--- src/wads_pkg.sv ---
// Shared types and constants for the windowed average deadband stepper.
package wads_pkg;

  localparam int FRAC_BITS    = 8;
  localparam int LIMIT_BITS   = 12;
  localparam int CFG_IDX_BITS = 2;

  localparam logic [LIMIT_BITS-1:0] INNER_RESET = 12'd10;
  localparam logic [LIMIT_BITS-1:0] OUTER_RESET = 12'd15;

  typedef enum logic [CFG_IDX_BITS-1:0] {
    CFG_X_INNER = 2'd0,
    CFG_X_OUTER = 2'd1,
    CFG_Y_INNER = 2'd2,
    CFG_Y_OUTER = 2'd3
  } cfg_idx_t;

  typedef enum logic [1:0] {
    ZONE_INNER = 2'd0,
    ZONE_BAND  = 2'd1,
    ZONE_OUTER = 2'd2
  } zone_t;

  typedef enum logic [1:0] {
    MOVE_NONE = 2'd0,
    MOVE_DEC  = 2'd1,
    MOVE_INC  = 2'd2
  } move_t;

  // Per-transaction control carried from the sum stage into the output stage
  typedef struct packed {
    logic  x_neg;
    logic  y_neg;
    zone_t x_zone;
    zone_t y_zone;
    move_t x_move;
    move_t y_move;
  } side_t;

endpackage

--- src/wads_classifier.sv ---
// Zone and move classification of one axis, straight from the window sum.
module wads_classifier #(
  parameter int SAMPLE_BITS   = 20,
  parameter int WINDOW_LENGTH = 1024
) (
  input  logic signed [SAMPLE_BITS+$clog2(WINDOW_LENGTH)-1:0] sum,
  input  logic [wads_pkg::LIMIT_BITS-1:0]                      inner,
  input  logic [wads_pkg::LIMIT_BITS-1:0]                      outer,
  output logic [SAMPLE_BITS+$clog2(WINDOW_LENGTH)-1:0]        abs_sum,
  output logic                                                 neg,
  output wads_pkg::zone_t                                      zone,
  output wads_pkg::move_t                                      move
);

  localparam int LOG_L = $clog2(WINDOW_LENGTH);
  localparam int SUM_W = SAMPLE_BITS + LOG_L;
  localparam int TH_W  = wads_pkg::LIMIT_BITS + wads_pkg::FRAC_BITS + LOG_L;
  localparam int CMP_W = (SUM_W > TH_W) ? SUM_W : TH_W;
  // one integer unit of the mean, expressed in sum units
  localparam int UNIT  = WINDOW_LENGTH * (1 << wads_pkg::FRAC_BITS);

  logic [CMP_W-1:0] mag;
  logic [CMP_W-1:0] th_inner;
  logic [CMP_W-1:0] th_outer;

  // |trunc(sum/L)| >> 8 < lim  <=>  |sum| < lim * L * 256
  assign abs_sum  = sum[SUM_W-1] ? SUM_W'(-sum) : SUM_W'(sum);
  assign mag      = CMP_W'(abs_sum);
  assign th_inner = CMP_W'(inner) * CMP_W'(UNIT);
  assign th_outer = CMP_W'(outer) * CMP_W'(UNIT);
  assign neg      = sum[SUM_W-1];

  always_comb begin
    move = wads_pkg::MOVE_NONE;
    if (mag < th_inner) begin
      zone = wads_pkg::ZONE_INNER;
    end else if (mag < th_outer) begin
      zone = wads_pkg::ZONE_BAND;
      // no step when the integer part of the mean is zero
      if (mag >= CMP_W'(UNIT)) begin
        move = neg ? wads_pkg::MOVE_INC : wads_pkg::MOVE_DEC;
      end
    end else begin
      zone = wads_pkg::ZONE_OUTER;
    end
  end

endmodule

--- config.mk ---
export PLATFORM = sky130hd
export DESIGN_NAME = wads_classifier
export DESIGN_NICKNAME = d
export VERILOG_FILES = /design/src/wads_pkg.sv /design/src/wads_classifier.sv
export SDC_FILE = /design/constraint.sdc
export NUM_CORES = 1
export LEC_CHECK = 0
export BUFFER_PORTS_ARGS = -buffer_cell sky130_fd_sc_hd__buf_2
export CAP_MARGIN = 20
export CORE_MARGIN = 1.5
export CORE_UTILIZATION = 35
export DETAILED_ROUTE_END_ITERATION = 8
export PLACE_DENSITY = 0.78
export SLEW_MARGIN = 25
export SYNTH_ARGS = -nofsm -noshare
export SYNTH_HDL_FRONTEND = slang
export SYNTH_SLANG_ARGS = --single-unit
--- constraint.sdc ---
create_clock -name vclk -period 3.4
set_input_delay 0.17 -clock vclk [all_inputs]
set_output_delay 0.17 -clock vclk [all_outputs]
set_load 0.01 [all_outputs]
; After elaboration in Yosys (flattened, before gate mapping)
; Index checks and enable logic that the tools add are counted.
; W data, S select, Z words.
[op_classes]
add_sub_neg = 1
multipliers = 0
div_mod_pow = 0
order_cmp = 3
eq_ne = 0
shift = 0
muxes = 7
bitwise = 0
n_reduce_logical = 0
[ops]
columns = cell, count
row1 = $lt A30 B30 Y1, 2
row2 = $ge A30 B19 Y1 const B, 1
row3 = $mux W30, 1
row4 = $neg A30 Y30, 1
row5 = $mux W2, 6
[word_totals]
register_bits = 0
latch_bits = 0
mem_bits_rw = 0
mem_bits_ro = 0
out_inout_bits = 35
wordCells = 11
n_memories = 0

; Logic depth before layout (Yosys ltp)
[logic_depth]
ltp_word = 6
ltp_mapped = 15
depth_no_buf = 15

; Worst setup path after synthesis
; No wires, ideal clock.
[synth_path]
path_kind = in2out
start = in sum[1]
end = out move[0]
t_arrival_ns = 3.680
t_required_ns = 3.230
setup_slack_ns = -0.450
path_stages = 14
n_path_buf = 0
cell_sequence = inv_1 -> ha_1 -> nor4b_2 -> nand4_2 -> o41ai_1 -> xnor2_1 -> ha_1 -> nor4b_1 -> nand4_1 -> o21ai_0 -> nor3_1 -> maj3_1 -> a21o_1 -> nor4_1
[synth_via]
elab_chain_cells = 6
word_cells_on_any_way = 8
cone_classes = 1 x add/sub / 3 x order compare / 4 x mux
[synth_lines]
columns = item, line
row1 = from (decl), wads_classifier.sv:6  ; input logic signed [SAMPLE_BITS+$clog2(WINDOW_LENGTH)-1:0] sum,
row2 = $neg A30 Y30, wads_classifier.sv:27  ; assign abs_sum = sum[SUM_W-1] ? SUM_W'(-sum) : SUM_W'(sum);
row3 = $mux W30 *, wads_classifier.sv:27
row4 = $ge A30 B19 Y1, wads_classifier.sv:40  ; if (mag >= CMP_W'(UNIT)) begin
row5 = $mux W2, wads_classifier.sv:40
row6 = $mux W2, wads_classifier.sv:37  ; end else if (mag < th_outer) begin
row7 = $mux W2 *, wads_classifier.sv:35  ; if (mag < th_inner) begin
row8 = to (decl), wads_classifier.sv:12  ; output wads_pkg::move_t move
; Mark *: on every way between the ends. The rest lies on a longest branch, timed or not.

; Worst setup path in the final report
[layout_path]
start = in sum[18]
end = out move[0]
; The elaborated chain is that of the path after synthesis.

==> metrics.txt <==
Final Critical Period=approximately 3500 ps; gr usage total=0.225; Post-Layout Cell Count=425; status=finished with violations; Max-Slew Margin vs Limit=0.770; Final Cell Area=between 2000 and 3000 um2; CP bufs+invs=2; grt ovf=0; Cell variety after synth=47; dpl cells=415; Syn Inst Count=220; final-report hold violation count=0; Die Wd=69.6 um; total power=about 0.38 mW; routability cong.=0.932; pre-CTS setup slack=-328 ps; Slowest-stage cell, CP=or4_4; Initial Utilization=0.361; IO Pins=89; Worst Hold Class=input port to output port; Syn Std Cell Area=1550 um2; vias=around 2200; antenna-violating nets left=0; cell accounting for the most synthesized area=xnor2_1; WP data arrival=3330 ps; yosys synthesis warning count=0; worst setup margin=-102 ps; vias per inst=5.15; Syn Area/Cell=7.05 um2; Core ar.=about 4300 um2; Seq cells=0; CP endpoint kind=output port; PwrDens=137 nW/um2; Final nets=448; CP max FO=4; placed cell area=between 2000 and 3000 um2; HP Start=sum[0]; hold slack=~580 ps; wire per inst=~13 um; max incr delay on CP=560 ps; # rows=24; first-pass GRT wire length=9380 um; final setup vio count=4; Seq/Total Area, Yosys=0; DR iter-0 viols=50; RSZ-0062 raised after global routing=true; leak pwr=1.44 nW; DRC=0; CP required=3230 ps; setup TNS=-257 ps; delay-heaviest family, CP=simple AND/OR/NAND/NOR gates; syn nets=about 290; vias in the first global route=between 2000 and 2500; initial antenna violation count=0; max-slew violations=0; startpoint type of the worst setup path=input port; Finished Core Util=0.651; Pre-Repair DR Iteration Count=4; Worst Tran Pin Value=344 ps; Die Ht=69.6 um; Crit Path Class=input port to output port; largest net degree at the start of global routing=15; hold depth=2; clk_buf instances=0; peak supply drop=0.0000740 V; Synth-to-Final Area Change=80.2%; critical path depth=14; synth top area cells=xnor2_1, ha_1, inv_1, nand2_1, o31ai_1; worst-path cell chain=buf_6, or4_4, nand2b_4, o41ai_4, xnor2_2, ha_2, nor4b_4, nand4_1, mux2i_1, nor3_2, maj3_2, a21o_4, nor4_4, buf_2; Worst Hold Path EP=abs_sum[0]; hpwl dp=4700 um; max cap viols=0; part of the cycle the worst path needs=1.03; Die ar.=4840 um2; Routed WL=between 5000 and 6000 um; f_max=286 MHz; n_diodes=0; Reg area=0 um2; failing checks=setup timing; proportion of layout cells with a drive suffix above 1=0.528; top cell type's share of synthesized area=0.158; PortBufs=slightly below 90
==> routing by layer <==
layer  wire length, um  vias to the layer above  global-route usage  share of wire
met1              2270                      982               0.276           0.41
met4                41                        0              0.0392         0.0074
met5                 0                        -                   0              0
met2              2850                       89               0.424           0.51
met3               401                        6              0.0247          0.072
li1                  -                     1112                   -              -
==> worst max-delay path by stage <==
stage / start / slack (ps) / to
finish: sum[18] / -100 / move[0]
global route: sum[18] / -290 / move[0]
CTS: sum[16] / -40 / move[0]
detailed placement: sum[18] / -330 / move[0]
global placement: sum[18] / -180 / move[0]
floorplan: sum[12] / -30 / move[0]
==> report_power, final <==
group	internal (mW)	switching [mW]	leakage [nW]
logic	0.195	0.186	1.44
clock network	0	0	0
registers	0	0	0
==> Yosys cell counts, drive strengths merged <==
library cell  number
a211oi             3
a21o               6
a21oi              7
a221o              1
a221oi             1
a311oi             1
a32oi              1
a41oi              1
and2               1
and3               1
and4               2
buf                3
clkbuf             4
ha                19
inv               28
maj3               1
mux2i              2
nand2             19
nand2b             7
nand3              7
nand4              5
nor2              11
nor2b              1
nor3               9
nor4               4
nor4b              5
o2111a             1
o21a               3
o21ai             10
o31ai             11
o41ai              2
or2                1
or3                5
or4                5
or4b               1
xnor2             28
xnor3              1
xor2               2
==> repair_timing <==
action / in CTS / in global routing
hold buffers: 0 / 0
resized for setup: 21 / 7
endpoints found under the setup margin: 4 / 4
pin swaps: 20 / 10
buffers inserted: 5 / 5
endpoints found under the hold margin: 0 / 0
==> layout by cell type, fill, tap and decap left out, types with 2 or more instances in the layout <==
cell,instances
o31ai_4,2
nand2_1,17
mux2i_1,2
nand2b_4,2
ha_1,16
nor2_1,10
or4_1,3
xnor2_2,4
or3_1,3
o21ai_1,2
or4_4,2
nor4_4,3
buf_12,2
a21oi_1,6
buf_2,86
buf_4,68
or3_4,2
a21o_1,5
o21a_1,3
xnor2_1,24
nor3_1,8
nand2b_1,5
nand4_1,4
inv_1,27
ha_2,3
o21ai_0,8
a211oi_1,2
and4_1,2
nand3_1,7
nand2_2,2
nor4b_1,2
buf_6,4
o31ai_1,9
nor4b_4,2
==> cell type report <==
cell class / count / area, um2
fill: 351 / 1500
inverter: 28 / 105
timing repair buffer: 160 / 1030
multi-input combinational: 185 / 1600
tap: 52 / 65.1
==> kinds of logic after synthesis <==
kind of cell    Yosys count  synth area share
simple gates             84             0.317
xor+xnor                 31             0.189
buf+inv                  35            0.0896
compound gates           48             0.232
mux                       2            0.0129
fa+ha+maj                20             0.160
Power figures use the tool's default switching activity.
