<file path="src/wads_pkg.sv">
// Shared types and constants for the windowed average deadband stepper.
package wads_pkg;

  localparam int FRAC_BITS    = 8;
  localparam int LIMIT_BITS   = 12;
  localparam int CFG_IDX_BITS = 2;

  localparam logic [LIMIT_BITS-1:0] INNER_RESET = 12'd10;
  localparam logic [LIMIT_BITS-1:0] OUTER_RESET = 12'd15;

  typedef enum logic [CFG_IDX_BITS-1:0] {
    CFG_X_INNER = 2'd0,
    CFG_X_OUTER = 2'd1,
    CFG_Y_INNER = 2'd2,
    CFG_Y_OUTER = 2'd3
  } cfg_idx_t;

  typedef enum logic [1:0] {
    ZONE_INNER = 2'd0,
    ZONE_BAND  = 2'd1,
    ZONE_OUTER = 2'd2
  } zone_t;

  typedef enum logic [1:0] {
    MOVE_NONE = 2'd0,
    MOVE_DEC  = 2'd1,
    MOVE_INC  = 2'd2
  } move_t;

  // Per-transaction control carried from the sum stage into the output stage
  typedef struct packed {
    logic  x_neg;
    logic  y_neg;
    zone_t x_zone;
    zone_t y_zone;
    move_t x_move;
    move_t y_move;
  } side_t;

endpackage

</file>
<file path="src/wads_div_cell.sv">
// Output cell: truncated window mean per axis and the zone/move control, registered.
module wads_div_cell #(
  parameter int SAMPLE_BITS   = 20,
  parameter int WINDOW_LENGTH = 1024
) (
  input  logic                                          clk,
  input  logic                                          load,
  input  logic [SAMPLE_BITS+$clog2(WINDOW_LENGTH)-1:0]  x_abs_i,
  input  logic [SAMPLE_BITS+$clog2(WINDOW_LENGTH)-1:0]  y_abs_i,
  input  wads_pkg::side_t                               side_i,
  output logic signed [SAMPLE_BITS-1:0]                 x_avg_o,
  output logic signed [SAMPLE_BITS-1:0]                 y_avg_o,
  output wads_pkg::side_t                               side_o
);

  localparam int LOG_L = $clog2(WINDOW_LENGTH);
  localparam int S     = SAMPLE_BITS;
  localparam int SUM_W = S + LOG_L;

  logic [S-1:0]        x_quo;
  logic [S-1:0]        y_quo;
  logic signed [S-1:0] x_avg_r;
  logic signed [S-1:0] y_avg_r;
  wads_pkg::side_t     side_r;

  // power-of-two window: the quotient of the magnitude is a shift
  assign x_quo = x_abs_i[SUM_W-1:LOG_L];
  assign y_quo = y_abs_i[SUM_W-1:LOG_L];

  // truncation toward zero: divide the magnitude, then restore the sign
  always_ff @(posedge clk) begin
    if (load) begin
      x_avg_r <= side_i.x_neg ? S'(-x_quo) : x_quo;
      y_avg_r <= side_i.y_neg ? S'(-y_quo) : y_quo;
      side_r  <= side_i;
    end
  end

  assign x_avg_o = x_avg_r;
  assign y_avg_o = y_avg_r;
  assign side_o  = side_r;

endmodule

</file>
<file path="config.mk">
export PLATFORM = sky130hd
export DESIGN_NAME = wads_div_cell
export DESIGN_NICKNAME = d
export VERILOG_FILES = /design/src/wads_pkg.sv /design/src/wads_div_cell.sv
export SDC_FILE = /design/constraint.sdc
export NUM_CORES = 1
export LEC_CHECK = 0
export ABC_AREA = 1
export ABC_CLOCK_PERIOD_IN_PS = 2400
export BUFFER_PORTS_ARGS = -buffer_cell sky130_fd_sc_hd__buf_2
export CORE_MARGIN = 2
export CORE_UTILIZATION = 50
export DETAILED_ROUTE_END_ITERATION = 16
export PLACE_DENSITY = 0.9
export SLEW_MARGIN = 20
export SYNTH_ARGS = -nofsm -noshare
export SYNTH_HDL_FRONTEND = slang
export SYNTH_SLANG_ARGS = --single-unit
</file>
<file path="constraint.sdc">
create_clock -name clk -period 2.4 [get_ports clk]
set_clock_uncertainty 0.05 [all_clocks]
set_input_delay 0.12 -clock clk [delete_from_list [all_inputs] [get_ports clk]]
set_output_delay 0.12 -clock clk [all_outputs]
set_load 0.01 [all_outputs]
</file>
Word level (Yosys, flattened, before mapping) --
Cells that the tools add are included.
Storage, ports and cells: register bits 50, output and inout port bits 50
Cells by class: multiplexer cells 2, add/sub/neg operators 2
Operator list (count):
- two-way mux 20 bit | 2
- negation 20 bit | 2

Depth between registers and ports, before layout --
depth after elaboration 2, depth in mapped cells 9, gate-level depth less buffers 9

Least setup slack after synthesis --
No wires, ideal clock.
path type input-to-reg, from input x_abs_i[10], to register x_avg_r[14] (netlist: x_avg_o[14]) (data pin), buffers on the path 0, cell stages on the path 9, arrival time 0.842 ns, setup slack 1.256 ns, data required time 2.098 ns, path through inv_1 ha_1 nand2_1 nor2_2 nand2_1 nand2_2 nand2_1 nand2_1 nand2_1
On the way: longest elaborated chain between the ends 2
Ends and longest elaborated chain:
- from (decl) | line wads_div_cell.sv:8 | input logic [SAMPLE_BITS+$clog2(WINDOW_LENGTH)-1:0] x_abs_i,
- negation 20 bit | line wads_div_cell.sv:33 | x_avg_r <= side_i.x_neg ? S'(-x_quo) : x_quo;
- two-way mux 20 bit | line wads_div_cell.sv:33
- to (signal assigned) | line wads_div_cell.sv:33
- to (decl) | line wads_div_cell.sv:22 | logic signed [S-1:0] x_avg_r;
No other way between the ends. A chain may end at the register's enable or synchronous reset.

Worst setup path after layout --
from input y_abs_i[10], to register y_avg_r[14] (netlist: y_avg_o[14]) (data pin)
On the way: longest elaborated chain between the ends 2
Ends and longest elaborated chain:
- from (decl) | line wads_div_cell.sv:9 | input logic [SAMPLE_BITS+$clog2(WINDOW_LENGTH)-1:0] y_abs_i,
- negation 20 bit | line wads_div_cell.sv:34 | y_avg_r <= side_i.y_neg ? S'(-y_quo) : y_quo;
- two-way mux 20 bit | line wads_div_cell.sv:34
- to (signal assigned) | line wads_div_cell.sv:34
- to (decl) | line wads_div_cell.sv:23 | logic signed [S-1:0] y_avg_r;
No other way between the ends.

==> results.md <==
- Ports: 122
- Worst path max stage delay: 0.53 ns
- Cells after Synth: 272
- DRC: 0
- Outcome: finished clean
- Final hold vios: 0
- Chip width: 76.6 um
- Most frequent CP cell: nand3_1
- Post-DR wirelength/cell: 13.0 um
- Worst rel slew slack: 69.9%
- Pins Over Slew Limit: 0
- Worst-path clk slew: 0.09 ns
- Area Overhead vs Synth: 29.0%
- Routability cong.: 0.879
- Die area: 0.00587 mm^2
- Maximum ir drop on the vdd rail: 0.268 mV
- Int Pwr: 1.41 mW
- Setup slack at placement: 0.959 ns
- Final instance area: 0.00340 mm^2
- Final cycle utilization of the critical path: 70.2%
- Placed inst area: 0.00322 mm^2
- Die height: 76.6 um
- First-pass GRT wire length: 9.66 mm
- Hpwl dp: 4.55 mm
- Vias in the first global route: 2104
- Worst setup margin: 0.714 ns
- Core area: 0.00511 mm^2
- Vias per cell: 4.83
- Final setup viols: 0
- I/O Buffers: 101
- Share of layout cells above drive strength 1: 33.2%
- P_sw: 504 uW
- Post-CTS setup buffers: 0
- CP max FO: 6
- Vias: 2214
- Buffer depth of the longest clock path: 2
- CTS Buf Count: 5
- Setup TNS: 0 ns
- TritonCTS clock tree: yes
- Syn_area_per_cell: 9.70 um^2
- Site Rows: 26
- Comb pwr share: 19.2%
- # H-tree levels: 2
- Global route total overflow: 0
- Initial antenna violation count: 0
- Worst-path cell chain: dlygate4sd3_1 -> buf_2 -> inv_1 -> ha_1 -> nand3_1 -> nor2_4 -> nand3_1 -> nand3_1 -> nand2_1
- Post_cts resized: 0
- CP startpoint kind: input pin
- Max_cap viols: 0
- Met2 global-route usage: 37.3%
- WP data arrival: 1.69 ns
- ANT cells: 0
- Total GRT Usage: 20.8%
- Most used routing layer: met2
- Largest net degree at the start of global routing: 28
- Reg power frac: 56.4%
- Clk sinks: 50
- Sw frac: 26.3%
- Unrepaired setup endpoints after global routing: no
- Clock root cell: clkbuf_8
- WP buf/inv: 3
- Fmax: 0.593 GHz
- DRT Pass-1 Iters: 5
- Starting Density: 51.7%
- Net count, final: 461
- Met3 Use GR: 3.32%
- Worst EP required: 2.41 ns
- Synth warn: 0
- Grt met1 use: 25.5%
- Measured slew at the worst slew-check pin: 0.452 ns
- Static leakage: 1.56 nW
- DRT iter0 DRCs: 143
- Mapped Area: 0.00264 mm^2
- Fin util: 66.7%
- Clock power frac: 24.4%
- Cts hold-fix bufs: 10
- Syn Nets: 346
- CP max-delay cell: dlygate4sd3_1
- Cell variety after synth: 27
- Drt total wl: 5.96 mm
- PD cells: 563 mW/mm^2
- Critical setup path kind: in2reg
- Min-Delay Path Class: in2reg
- Seq/Total Area, Yosys: 56.9%
- Register bit total from synthesis: 50
- Tmin final: 1.69 ns
- CP top delay family: buffers and inverters
- ANT nets after route: 0
- CP endpoint kind: flip-flop
[sequential cells by signal, summed over array words and instances (netlist names)]
| signal | flops |
|---|---|
| x_avg_o | 20 |
| y_avg_o | 20 |
| side_o | 10 |
[synthesized netlist by cell type]
cell type / n / area (um^2)
o21ai_0: 10 / 50.1
or2_1: 1 / 6.26
o21ai_1: 2 / 10.0
a21oi_1: 1 / 5.00
buf_4: 1 / 7.51
nor3_4: 1 / 16.3
edfxtp_1: 50 / 1500
nand3_2: 1 / 10.0
nand2_2: 5 / 31.3
nand4_1: 2 / 12.5
nor2_2: 4 / 25.0
inv_2: 2 / 7.51
xor2_2: 1 / 16.3
nand3_1: 29 / 145
xnor2_1: 7 / 61.3
nand2_1: 71 / 267
buf_2: 4 / 20.0
o211ai_1: 1 / 7.51
xor2_1: 11 / 96.3
nor2_4: 3 / 33.8
inv_1: 27 / 101
nand3b_1: 7 / 52.6
nor2_1: 26 / 97.6
and2_1: 1 / 6.26
nor3_2: 1 / 10.0
o21ai_4: 1 / 16.3
ha_1: 2 / 25.0
[kinds of logic (layout without fill, tap and decap cells)]
family / after synthesis / after routing / synth area share (%)
buffers and inverters: 34 / 150 / 5.17
adder cells (fa/ha/maj): 2 / 2 / 0.948
XOR/XNOR: 19 / 19 / 6.59
AND/OR/NAND/NOR: 152 / 152 / 27.0
AO/OA/AOI/OAI: 15 / 15 / 3.37
flip-flops: 50 / 50 / 56.9
[routing by layer]
metal	vias up	part of all wire [%]
met5	-	0
met2	99	52
met1	984	41
met4	0	0.92
met3	7	6.3
li1	1124	-
[worst paths after layout]
check | startpoint | endpoint | slack (ns) | cells after the start
setup / recovery | y_abs_i[10] | y_avg_o[14]$_DFFE_PP_ | 0.71 | 9
hold / removal | y_abs_i[29] | y_avg_o[19]$_DFFE_PP_ | 0.04 | 3
[layout by cell type (no fill, tap or decap), drive strengths merged]
master       count
buf            103
nand2           76
edfxtp          50
nor2            33
nand3           30
inv             29
o21ai           13
xor2            12
dlygate4sd3     10
nand3b           7
xnor2            7
clkbuf           5
nand4            2
ha               2
nor3             2
clkinv           2
o211ai           1
a21oi            1
or2              1
and2             1
clkinvlp         1
[stage by stage]
stage	hold slack, ns	total power [mW]	std cells
2_1_floorplan	0.169	1.28	272
3_3_place_gp	0.248	1.44	440
3_5_place_dp	0.251	1.46	440
4_1_cts	0.0382	1.93	458
5_1_grt	0.0684	2.01	458
6_report	0.0445	1.92	458
[power groups by stage]
stage	Sequential, mW	Clock, mW	Combinational [mW]
6_report	1.08	0.467	0.368
5_1_grt	1.09	0.512	0.406
4_1_cts	1.08	0.483	0.369
3_5_place_dp	1.10	0	0.356
3_3_place_gp	1.10	0	0.344
2_1_floorplan	1.15	0	0.129
[layout make-up]
| class | instances | area (um^2) |
|---|---|---|
| fill | 427 | 1700 |
| sequential | 50 | 1500 |
| multi-input combinational | 188 | 1000 |
| timing repair buffer | 113 | 621 |
| inverter | 29 | 109 |
| tap | 70 | 87.6 |
| clock buffer | 5 | 68.8 |
| clock inverter | 3 | 16.3 |
Note: power is estimated with default switching activity, not from simulation.
