==> src/wads_window_cell.sv <==
// One window cell: holds an X and a Y sample and passes them to its neighbor.
module wads_window_cell #(
  parameter int SAMPLE_BITS = 20
) (
  input  logic                          clk,
  input  logic                          rst_n,
  input  logic                          load,
  input  logic                          zero,
  input  logic signed [SAMPLE_BITS-1:0] x_i,
  input  logic signed [SAMPLE_BITS-1:0] y_i,
  output logic signed [SAMPLE_BITS-1:0] x_o,
  output logic signed [SAMPLE_BITS-1:0] y_o
);

  logic signed [SAMPLE_BITS-1:0] x_r;
  logic signed [SAMPLE_BITS-1:0] y_r;

  always_ff @(posedge clk) begin
    if (!rst_n) begin
      x_r <= '0;
      y_r <= '0;
    end else if (zero) begin
      x_r <= '0;
      y_r <= '0;
    end else if (load) begin
      x_r <= x_i;
      y_r <= y_i;
    end
  end

  assign x_o = x_r;
  assign y_o = y_r;

endmodule

==> config.mk <==
export PLATFORM = sky130hd
export DESIGN_NAME = wads_window_cell
export DESIGN_NICKNAME = d
export VERILOG_FILES = /design/src/wads_window_cell.sv
export SDC_FILE = /design/constraint.sdc
export NUM_CORES = 1
export LEC_CHECK = 0
export ABC_AREA = 1
export BUFFER_PORTS_ARGS = -buffer_cell sky130_fd_sc_hd__buf_2
export CORE_UTILIZATION = 42
export DETAILED_ROUTE_END_ITERATION = 12
export MAX_ROUTING_LAYER = met4
export PLACE_DENSITY = 0.86
export SYNTH_ARGS = -nofsm -noshare
export SYNTH_HDL_FRONTEND = slang
export SYNTH_SLANG_ARGS = --single-unit
==> constraint.sdc <==
create_clock -name clk -period 0.88 [get_ports clk]
set_input_delay 0.132 -clock clk [delete_from_list [all_inputs] [get_ports clk]]
set_output_delay 0.132 -clock clk [all_outputs]
set_load 0.03 [all_outputs]
After elaboration in Yosys (flattened, before gate mapping)
Index checks and enable logic that the tools add are counted.
{ "op_classes": {"add_sub_neg": 0, "n_mul": 0, "n_div": 0, "magnitude_cmp": 0, "eq_ne": 0, "shift": 0, "mux": 0, "bitwise_logic": 1, "reduce_logical": 1} }
{ "ops": {"columns": ["op", "count"], "rows": [
  ["OR reduction 2 bit", 1],
  ["inverter 1 bit", 1]
]} }
{ "word_totals": {"regBits": 40, "latch_bits": 0, "ramBits": 0, "romBits": 0, "input_bits": 44, "elab_cells": 4, "memories": 0} }

Logic depth before layout (Yosys ltp)
Gate-level depths: netlist of the first run.
{ "logic_depth": {"ltp_word": 2, "depth_mapped": 5} }

Least setup slack after synthesis of the first run
No wires, ideal clock.
{ "synth_timing": {"path_type": "register to register", "startpoint": "reg y_o[10] (netlist name)", "endpoint": "reg y_r[10] (netlist: y_o[10])", "arrival_time_ns": 0.668, "setup_slack_ns": 0.142, "stages_incl_launch_ff": 3, "period_less_slack_ns": 0.738, "path_cell_list": "dfxtp_1 -> nand2_1 -> a21oi_1"} }
{ "synth_rtl": {"columns": ["item", "line", "rtl"], "rows": [
  ["to (signal assigned)", "27", "y_r <= y_i;"],
  ["to (decl)", "16", "logic signed [SAMPLE_BITS-1:0] y_r;"]
]} }

Final worst setup path of the first run
{ "layout_timing": {"startpoint": "reg y_r[13] (netlist: y_o[13])", "endpoint": "out y_o[13]"} }
{ "layout_rtl": {"columns": ["item", "line", "rtl"], "rows": [
  ["to (decl)", "12", "output logic signed [SAMPLE_BITS-1:0] y_o"]
]} }
No word-level cell between the ends.

==> results.py, run 1 <==
metrics = {
    "timing": {
        "slew-limit-headroom_pct": 82.0,
        "worst_clock_skew_ns": 0,
        "holdWs_ns": 0.0352,
        "rsz0062_at_grt": "true",
        "worst_slack_ns": -0.0656,
        "setup_tns_ns": -2.15,
        "drv_slew": 0,
        "hold_viol": 0,
        "fmax_mhz": 1060,
        "post-route-period-util_pct": 107,
        "tightest_slew_ns": 0.270,
        "fin_crit_ns": 0.946,
        "setup_viol": 40,
    },
    "clocking": {
        "htreeDepth": 2,
        "tritoncts": "built",
        "clk_latency_ns": 0.32,
        "clock_path_buffers": 2,
        "clk_pin_slew_ns": 0.10,
        "cts_buffers": 5,
        "root_buffer": "clkbuf_4",
        "cts_hold_buf": 0,
        "clock_sinks": 40,
    },
    "route": {
        "vias": 1507,
        "drc": 0,
        "drt_pass1_iterations": 4,
        "avgViaCountPerCell": 4.77,
        "drt_iter0_drc": 75,
        "wl_per_cell_microns": 11.7,
        "routed_wl_microns": 3700,
        "antenna_left": 0,
    },
    "job": {
        "drv_cap": 0,
    },
    "status": {
        "status": "finished with violations",
        "violations": "negative setup slack",
    },
    "worst_setup_path": {
        "critPathBufInv": 1,
        "critical-path-top-delay-family": "flip-flops",
        "crit_slowest_cell": "dfxtp_2",
        "worstSetupEndpointType": "output pin",
        "arrival_ns": 0.81,
        "start_kind": "flip-flop",
        "worstPathMaxFanout": 2,
        "path_depth": 1,
        "rr_worst_depth": 4,
        "worstPathCellList": "buf_6",
        "critPathKind": "reg -> out",
        "required_ns": 0.75,
        "max_stage_delay_ns": 0.36,
    },
    "final_layout": {
        "synthToLayoutAreaGrowth_pct": 61.4,
        "fin_nets": 318,
        "drive_gt1_share_pct": 55.1,
        "diodes": 0,
        "final_core_util_pct": 73.6,
        "fin_cells": 316,
        "multi_input_area_sq_um": 504,
        "final-seq-area_sq_um": 851,
        "fillers": 263,
    },
    "logic_synthesis": {
        "synthTopCellsByArea": "dfxtp_1 (56%), nand2_1 (21%), a21oi_1 (14%)",
        "yosysSeqAreaShare_pct": 55.7,
        "syn_inst": 176,
        "ys_types": 8,
        "synth_top_cell_by_area": "dfxtp_1",
        "synth-seq-cells": 40,
        "avgSynthCellArea_sq_um": 8.17,
        "syn_area_sq_um": 1440,
        "synth_top_area_share_pct": 55.7,
        "syn_nets": 220,
        "yosysWarningCount": 0,
    },
    "global_route": {
        "antenna_found_initial": 0,
        "grt_pass1_vias": 1367,
        "grt_first_pass_wirelength_microns": 5520,
        "grt.total_usage_pct": 21.0,
        "grt_max_degree": 41,
        "overflow": 0,
    },
    "min_path": {
        "hold_class": "in -> reg",
        "min_path_cells": 3,
    },
    "power_and_ir_drop": {
        "p_leak_nw": 1.07,
        "power_frac_seq_pct": 58.9,
        "power.switching_mw": 0.842,
        "intPower_mw": 2.42,
        "powerDensity_nw_per_um2": 1400,
        "max-vdd-ir-drop_uv": 1020,
        "pwr-share-comb_pct": 17.6,
        "swShare_pct": 25.8,
        "pwr-share-clk_pct": 23.5,
    },
    "floorplan": {
        "start_util_pct": 45.6,
        "die_h_microns": 60.5,
        "num_io_pins": 84,
        "core_area_sq_um": 3150,
        "die_x_microns": 60.5,
        "rows": 20,
        "die_area_sq_um": 3660,
    },
    "placement": {
        "gp_congestion": 0.671,
        "hpwlAfterDp_microns": 2160,
        "dp.cells": 294,
        "numPortBuffers": 83,
    },
}
-- flip-flops by register name, indices dropped and copies added (netlist names) --
name	flops
y_o	20
x_o	20
-- cells in the final DEF, fill, tap and decap left out --
cell / count
nand2_1: 81
buf_2: 43
a21oi_1: 40
buf_6: 40
dfxtp_2: 40
buf_4: 18
clkbuf_4: 5
buf_12: 3
clkinv_4: 1
inv_1: 1
-- logic make-up after synthesis --
group           Yosys count  share of synthesized area [%]
flops                    40                           55.7
compound gates           40                           13.9
buf+inv                  15                           9.22
simple gates             81                           21.1
-- final cells by class --
type	count	share of cell area [%]
Tap cell	44	2.37
Clock buffer	5	1.62
Sequential cell	40	36.7
Multi-Input combinational cell	121	21.7
Timing Repair Buffer	104	37.1
Inverter	2	0.539
-- synthesized netlist by cell type --
cell / instances
a21oi_1: 40
buf_2: 3
clkinv_4: 1
dfxtp_1: 40
buf_6: 9
inv_1: 1
clkbuf_1: 1
nand2_1: 81
-- power groups by stage --
| stage | logic [mW] | registers (mW) | clock network, mW |
|---|---|---|---|
| 6_report | 0.573 | 1.92 | 0.767 |
| 5_1_grt | 0.619 | 1.92 | 0.897 |
| 4_1_cts | 0.543 | 1.92 | 0.788 |
| 3_5_place_dp | 0.468 | 1.94 | 0 |
| 3_3_place_gp | 0.461 | 1.93 | 0 |
| 2_1_floorplan | 0.188 | 2.05 | 0 |
-- path summary, 6_finish.rpt --
path                                            from                   end  slack (ns)
worst max-delay path            y_o[13]$_SDFFE_PP0P_               y_o[13]       -0.07
worst min-delay path                         x_i[15]  x_o[15]$_SDFFE_PP0P_        0.04
worst max register to register  x_o[15]$_SDFFE_PP0P_  x_o[15]$_SDFFE_PP0P_        0.09
worst min register to register  x_o[14]$_SDFFE_PP0P_  x_o[14]$_SDFFE_PP0P_        0.47
-- metal layers --
metal	share of wire [%]	GRT usage [%]
met5	0	-
met1	41	22.4
met2	53	36.6
met4	1.4	8.77
met3	4.8	5.76
-- timing repair --
item,CTS,global route
endpoints found under the setup margin,40,40
buffers inserted,4,13
hold endpoints to repair,0,0
gates resized for setup,120,0
-- through the flow --
step                instance area, sq um  setup slack, ns  power (mW)
CTS                                 2220          -0.0762        3.25
finish                              2320          -0.0656        3.26
floorplan                           1440            0.142        2.24
global placement                    1860           0.0537        2.39
detailed placement                  1860           0.0233        2.40
global route                        2320           -0.117        3.44
No activity file was read; power rests on OpenSTA's default activity.
==> run 2: changes to the inputs <==
Settings changed: MAX_ROUTING_LAYER met4 to unset.
Clock period 0.88 ns to 0.9 ns, I/O delays scaled along.
==> run 2 against run 1 <==
  * The run still ends with negative setup slack left
  * Count of clock-buffer cells in the layout rose by 3
  * Global-route usage fell by 0.84 points
  * Sequential share of layout area rose by 0.50 points
  * Die area did not move
  * First-iteration DRC count fell by 55%
  * Clock skew did not move
  * Worst hold slack got worse by 0.0051 ns
  * Final cell count fell by 1.3%
  * Via count fell by 2.6%
  * Largest cell class is now flip-flops and latches
==> results.py, run 2 (synthesized netlist as in run 1, its figures left out) <==
metrics = {
    "worst_setup_path": {
        "critical-path-top-delay-family": "flip-flops",
        "critPathKind": "reg -> out",
        "worstPathMaxFanout": 2,
        "crit_slowest_cell": "dfxtp_2",
        "worstPathCellList": "buf_6",
        "rr_worst_depth": 3,
        "rr_endpoint": "y_o[11]$_SDFFE_PP0P_",
        "required_ns": 0.76,
        "path_depth": 1,
        "endpoint": "x_o[8]",
        "critPathBufInv": 1,
        "r2r_start": "y_o[11]$_SDFFE_PP0P_",
        "arrival_ns": 0.82,
        "worstSetupEndpointType": "output pin",
        "max_stage_delay_ns": 0.36,
        "rrSetupSlack_ns": 0.20,
        "crit_start": "x_o[8]$_SDFFE_PP0P_",
        "start_kind": "flip-flop",
    },
    "timing": {
        "fin_crit_ns": 0.959,
        "hold_viol": 0,
        "slew-limit-headroom_pct": 82.5,
        "rsz0062_at_grt": "true",
        "setup_tns_ns": -1.82,
        "worst_clock_skew_ns": 0,
        "worst_slack_ns": -0.0594,
        "drv_slew": 0,
        "setup_viol": 40,
        "fmax_mhz": 1040,
        "post-route-period-util_pct": 107,
        "tightest_slew_ns": 0.262,
    },
    "route": {
        "antenna_left": 0,
        "drt_pass1_iterations": 4,
        "routed_wl_microns": 3650,
        "wl_per_cell_microns": 11.7,
        "drc": 0,
        "vias": 1468,
        "drt_iter0_drc": 34,
        "avgViaCountPerCell": 4.71,
    },
    "status": {
        "status": "finished with violations",
        "violations": "negative setup slack",
    },
    "floorplan": {
        "rows": 20,
        "start_util_pct": 45.6,
        "core_area_sq_um": 3150,
        "die_x_microns": 60.5,
        "die_area_sq_um": 3660,
        "die_h_microns": 60.5,
        "num_io_pins": 84,
    },
    "placement": {
        "numPortBuffers": 83,
        "dp.cells": 294,
        "post_dp_cell_area_sq_um": 1860,
        "hpwlAfterDp_microns": 2170,
        "dp_slack_ns": 0.0250,
        "gp_congestion": 0.667,
    },
    "clocking": {
        "clock_path_buffers": 2,
        "cts_buffers": 5,
        "clk_latency_ns": 0.33,
        "clk_pin_slew_ns": 0.11,
        "tritoncts": "built",
        "htreeDepth": 2,
        "root_buffer": "clkbuf_4",
        "clock_sinks": 40,
    },
    "global_route": {
        "antenna_found_initial": 0,
        "grt_pass1_vias": 1345,
        "grt_first_pass_wirelength_microns": 5480,
        "grt_max_degree": 41,
        "overflow": 0,
        "grt.total_usage_pct": 20.2,
    },
    "final_layout": {
        "fillers": 249,
        "synthToLayoutAreaGrowth_pct": 59.3,
        "diodes": 0,
        "final_common_cell": "nand2_1",
        "fin_cells": 312,
        "fin_nets": 311,
        "drive_gt1_share_pct": 53.7,
        "mostFrequentLayoutCells": "nand2_1 (81), buf_2 (43), a21oi_1 (40), buf_6 (40), dfxtp_2 (40)",
        "final_area_sq_um": 2290,
    },
    "power_and_ir_drop": {
        "max-vdd-ir-drop_uv": 977,
        "p_leak_nw": 1.04,
        "powerDensity_nw_per_um2": 1460,
        "total_power_mw": 3.34,
    },
    "job": {
        "drv_cap": 0,
    },
    "min_path": {
        "hold_class": "in -> reg",
    },
}
## run 2: routing by layer
metal | vias up | routed length, microns | GRT usage [%]
li1 | 739 | - | -
met1 | 666 | 1490 | 21.3
met2 | 58 | 1880 | 38.1
met3 | 5 | 233 | 6.40
met4 | 0 | 42 | 5.84
met5 | - | 0 | 0
## run 2: final cells by class
class / count / area (sq um) / area share (%)
clock buffers: 8 / 58.8 / 2.57
well taps: 44 / 55.1 / 2.40
multi-input cells: 121 / 504 / 22.0
flip-flops and latches: 40 / 851 / 37.2
inverters: 2 / 12.5 / 0.546
repair buffers: 97 / 808 / 35.3
## run 2: repair_timing
action | 4_1_cts | 5_1_grt
buffers inserted | 3 | 7
hold buffers | 0 | 0
resized for setup | 120 | 0
setup endpoints to repair | 40 | 40
## run 2: stage by stage
stage          util [%]  hold slack, ns
3_3_place_gp       58.8           0.384
2_1_floorplan         -           0.275
6_report           72.6          0.0300
5_1_grt            72.6          0.0145
3_5_place_dp       58.8           0.393
4_1_cts            71.0          0.0142
## run 2: power by group
group / internal (mW) / total [mW] / switching (mW)
clock: 0.386 / 0.918 / 0.533
sequential: 1.84 / 1.88 / 0.0395
combinational: 0.255 / 0.547 / 0.292
## run 2: how the worst min path moves through the flow
stage               startpoint              endpoint  slack (ns)  depth (start not counted)
floorplan              x_i[16]  x_o[16]$_SDFFE_PP0P_        0.28                          2
global placement       x_i[16]  x_o[16]$_SDFFE_PP0P_        0.38                          3
detailed placement     x_i[17]  x_o[17]$_SDFFE_PP0P_        0.39                          3
CTS                    x_i[18]  x_o[18]$_SDFFE_PP0P_        0.01                          3
global route           x_i[19]  x_o[19]$_SDFFE_PP0P_        0.01                          3
finish                 x_i[14]  x_o[14]$_SDFFE_PP0P_        0.03                          3
==> run 3: changes to the inputs <==
Settings changed: RECOVER_POWER set to 100, SKIP_CTS_REPAIR_TIMING set to 1.
==> run 3 against run 2 <==
  * The run still ends with negative setup slack left
  * Clock skew did not move
  * First-iteration DRC count grew 26%
  * Routed wire length fell by 0.27%
  * Critical path depth unchanged
  * Non-clock buffer count down 2
  * Combinational power fell by 0.9%
  * Register-to-register slack barely moved
  * Clock power about the same
==> results.py, run 3 (synthesized netlist as in run 1, its figures left out) <==
metrics = {
    "final_layout": {
        "final_core_util_pct": 72.1,
        "fin_nets": 309,
        "final_common_cell": "nand2_1",
        "diodes": 0,
        "fin_cells": 310,
        "synthToLayoutAreaGrowth_pct": 58.2,
        "mostFrequentLayoutCells": "nand2_1 (81), buf_2 (43), a21oi_1 (40), buf_6 (40), dfxtp_2 (40)",
        "drive_gt1_share_pct": 53.4,
        "fillers": 255,
    },
    "floorplan": {
        "start_util_pct": 45.6,
        "num_io_pins": 84,
        "die_h_microns": 60.5,
        "core_area_sq_um": 3150,
        "rows": 20,
        "die_x_microns": 60.5,
        "die_area_sq_um": 3660,
    },
    "route": {
        "wl_per_cell_microns": 11.7,
        "avgViaCountPerCell": 4.69,
        "drc": 0,
        "routed_wl_microns": 3640,
        "drt_iter0_drc": 43,
        "drt_pass1_iterations": 4,
        "vias": 1454,
        "antenna_left": 0,
    },
    "placement": {
        "dp.cells": 294,
        "gp_congestion": 0.667,
        "hpwlAfterDp_microns": 2170,
        "numPortBuffers": 83,
        "dp_slack_ns": 0.0250,
    },
    "timing": {
        "hold_viol": 0,
        "setup_tns_ns": -1.81,
        "rsz0062_at_grt": "true",
        "setup_viol": 40,
        "tightest_slew_ns": 0.264,
        "fin_crit_ns": 0.960,
        "worst_slack_ns": -0.0603,
        "worst_clock_skew_ns": 0,
        "fmax_mhz": 1040,
        "post-route-period-util_pct": 107,
        "slew-limit-headroom_pct": 82.4,
        "drv_slew": 0,
    },
    "clocking": {
        "clk_latency_ns": 0.33,
        "tritoncts": "built",
        "clk_pin_slew_ns": 0.11,
        "clock_sinks": 40,
        "root_buffer": "clkbuf_4",
        "clock_path_buffers": 2,
        "cts_buffers": 5,
        "htreeDepth": 2,
    },
    "worst_setup_path": {
        "worstSetupEndpointType": "output pin",
        "arrival_ns": 0.83,
        "critPathBufInv": 1,
        "crit_slowest_cell": "dfxtp_2",
        "worstPathMaxFanout": 2,
        "critPathKind": "reg -> out",
        "rrSetupSlack_ns": 0.21,
        "max_stage_delay_ns": 0.36,
        "worstPathCellList": "buf_6",
        "required_ns": 0.76,
        "start_kind": "flip-flop",
        "critical-path-top-delay-family": "flip-flops",
    },
    "power_and_ir_drop": {
        "total_power_mw": 3.33,
        "max-vdd-ir-drop_uv": 965,
        "swShare_pct": 25.8,
        "power_frac_seq_pct": 56.3,
        "power.switching_mw": 0.859,
        "p_leak_nw": 1.03,
        "powerDensity_nw_per_um2": 1470,
        "pwr-share-comb_pct": 16.3,
        "pwr-share-clk_pct": 27.5,
        "intPower_mw": 2.47,
    },
    "min_path": {
        "hold_class": "in -> reg",
    },
    "job": {
        "drv_cap": 0,
    },
    "global_route": {
        "overflow": 0,
        "grt_first_pass_wirelength_microns": 4690,
        "grt_max_degree": 41,
        "grt.total_usage_pct": 17.2,
        "antenna_found_initial": 0,
        "grt_pass1_vias": 1155,
    },
    "status": {
        "violations": "negative setup slack",
        "status": "finished with violations",
    },
}
run 3: path summary, 6_finish.rpt:
| check | from | to | cells after the start |
|---|---|---|---|
| max reg2reg | y_o[18]$_SDFFE_PP0P_ | y_o[18]$_SDFFE_PP0P_ | 3 |
| min reg2reg | y_o[10]$_SDFFE_PP0P_ | y_o[10]$_SDFFE_PP0P_ | 2 |
| min | x_i[18] | x_o[18]$_SDFFE_PP0P_ | 3 |
| max | y_o[13]$_SDFFE_PP0P_ | y_o[13] | 1 |
run 3: power groups by stage:
stage	Combinational, mW	Clock, mW	Sequential (mW)
after global routing	0.586	1.02	1.88
after detailed placement	0.460	0	1.89
final	0.542	0.915	1.88
after floorplan	0.184	0	2.00
after global placement	0.450	0	1.89
after CTS	0.461	0.936	1.85
run 3: final cells by class:
| type | instances | area (sq um) | area share, % |
|---|---|---|---|
| repair buffers | 95 | 793 | 34.9 |
| multi-input cells | 121 | 504 | 22.2 |
| clock buffers | 8 | 58.8 | 2.59 |
| flip-flops and latches | 40 | 851 | 37.4 |
| inverters | 2 | 12.5 | 0.550 |
| well taps | 44 | 55.1 | 2.42 |
run 3: stage by stage:
| stage | cell area [sq um] | hold slack, ns |
|---|---|---|
| floorplan | 1440 | 0.275 |
| global placement | 1860 | 0.384 |
| detailed placement | 1860 | 0.393 |
| CTS | 1910 | 0.0215 |
| global route | 2270 | 0.0144 |
| finish | 2270 | 0.0312 |
run 3: layer usage:
layer  global-route usage [%]  wire (microns)
met5                        0               0
met1                     21.1            1490
met4                     5.84              46
met3                     6.40             222
met2                     28.1            1880
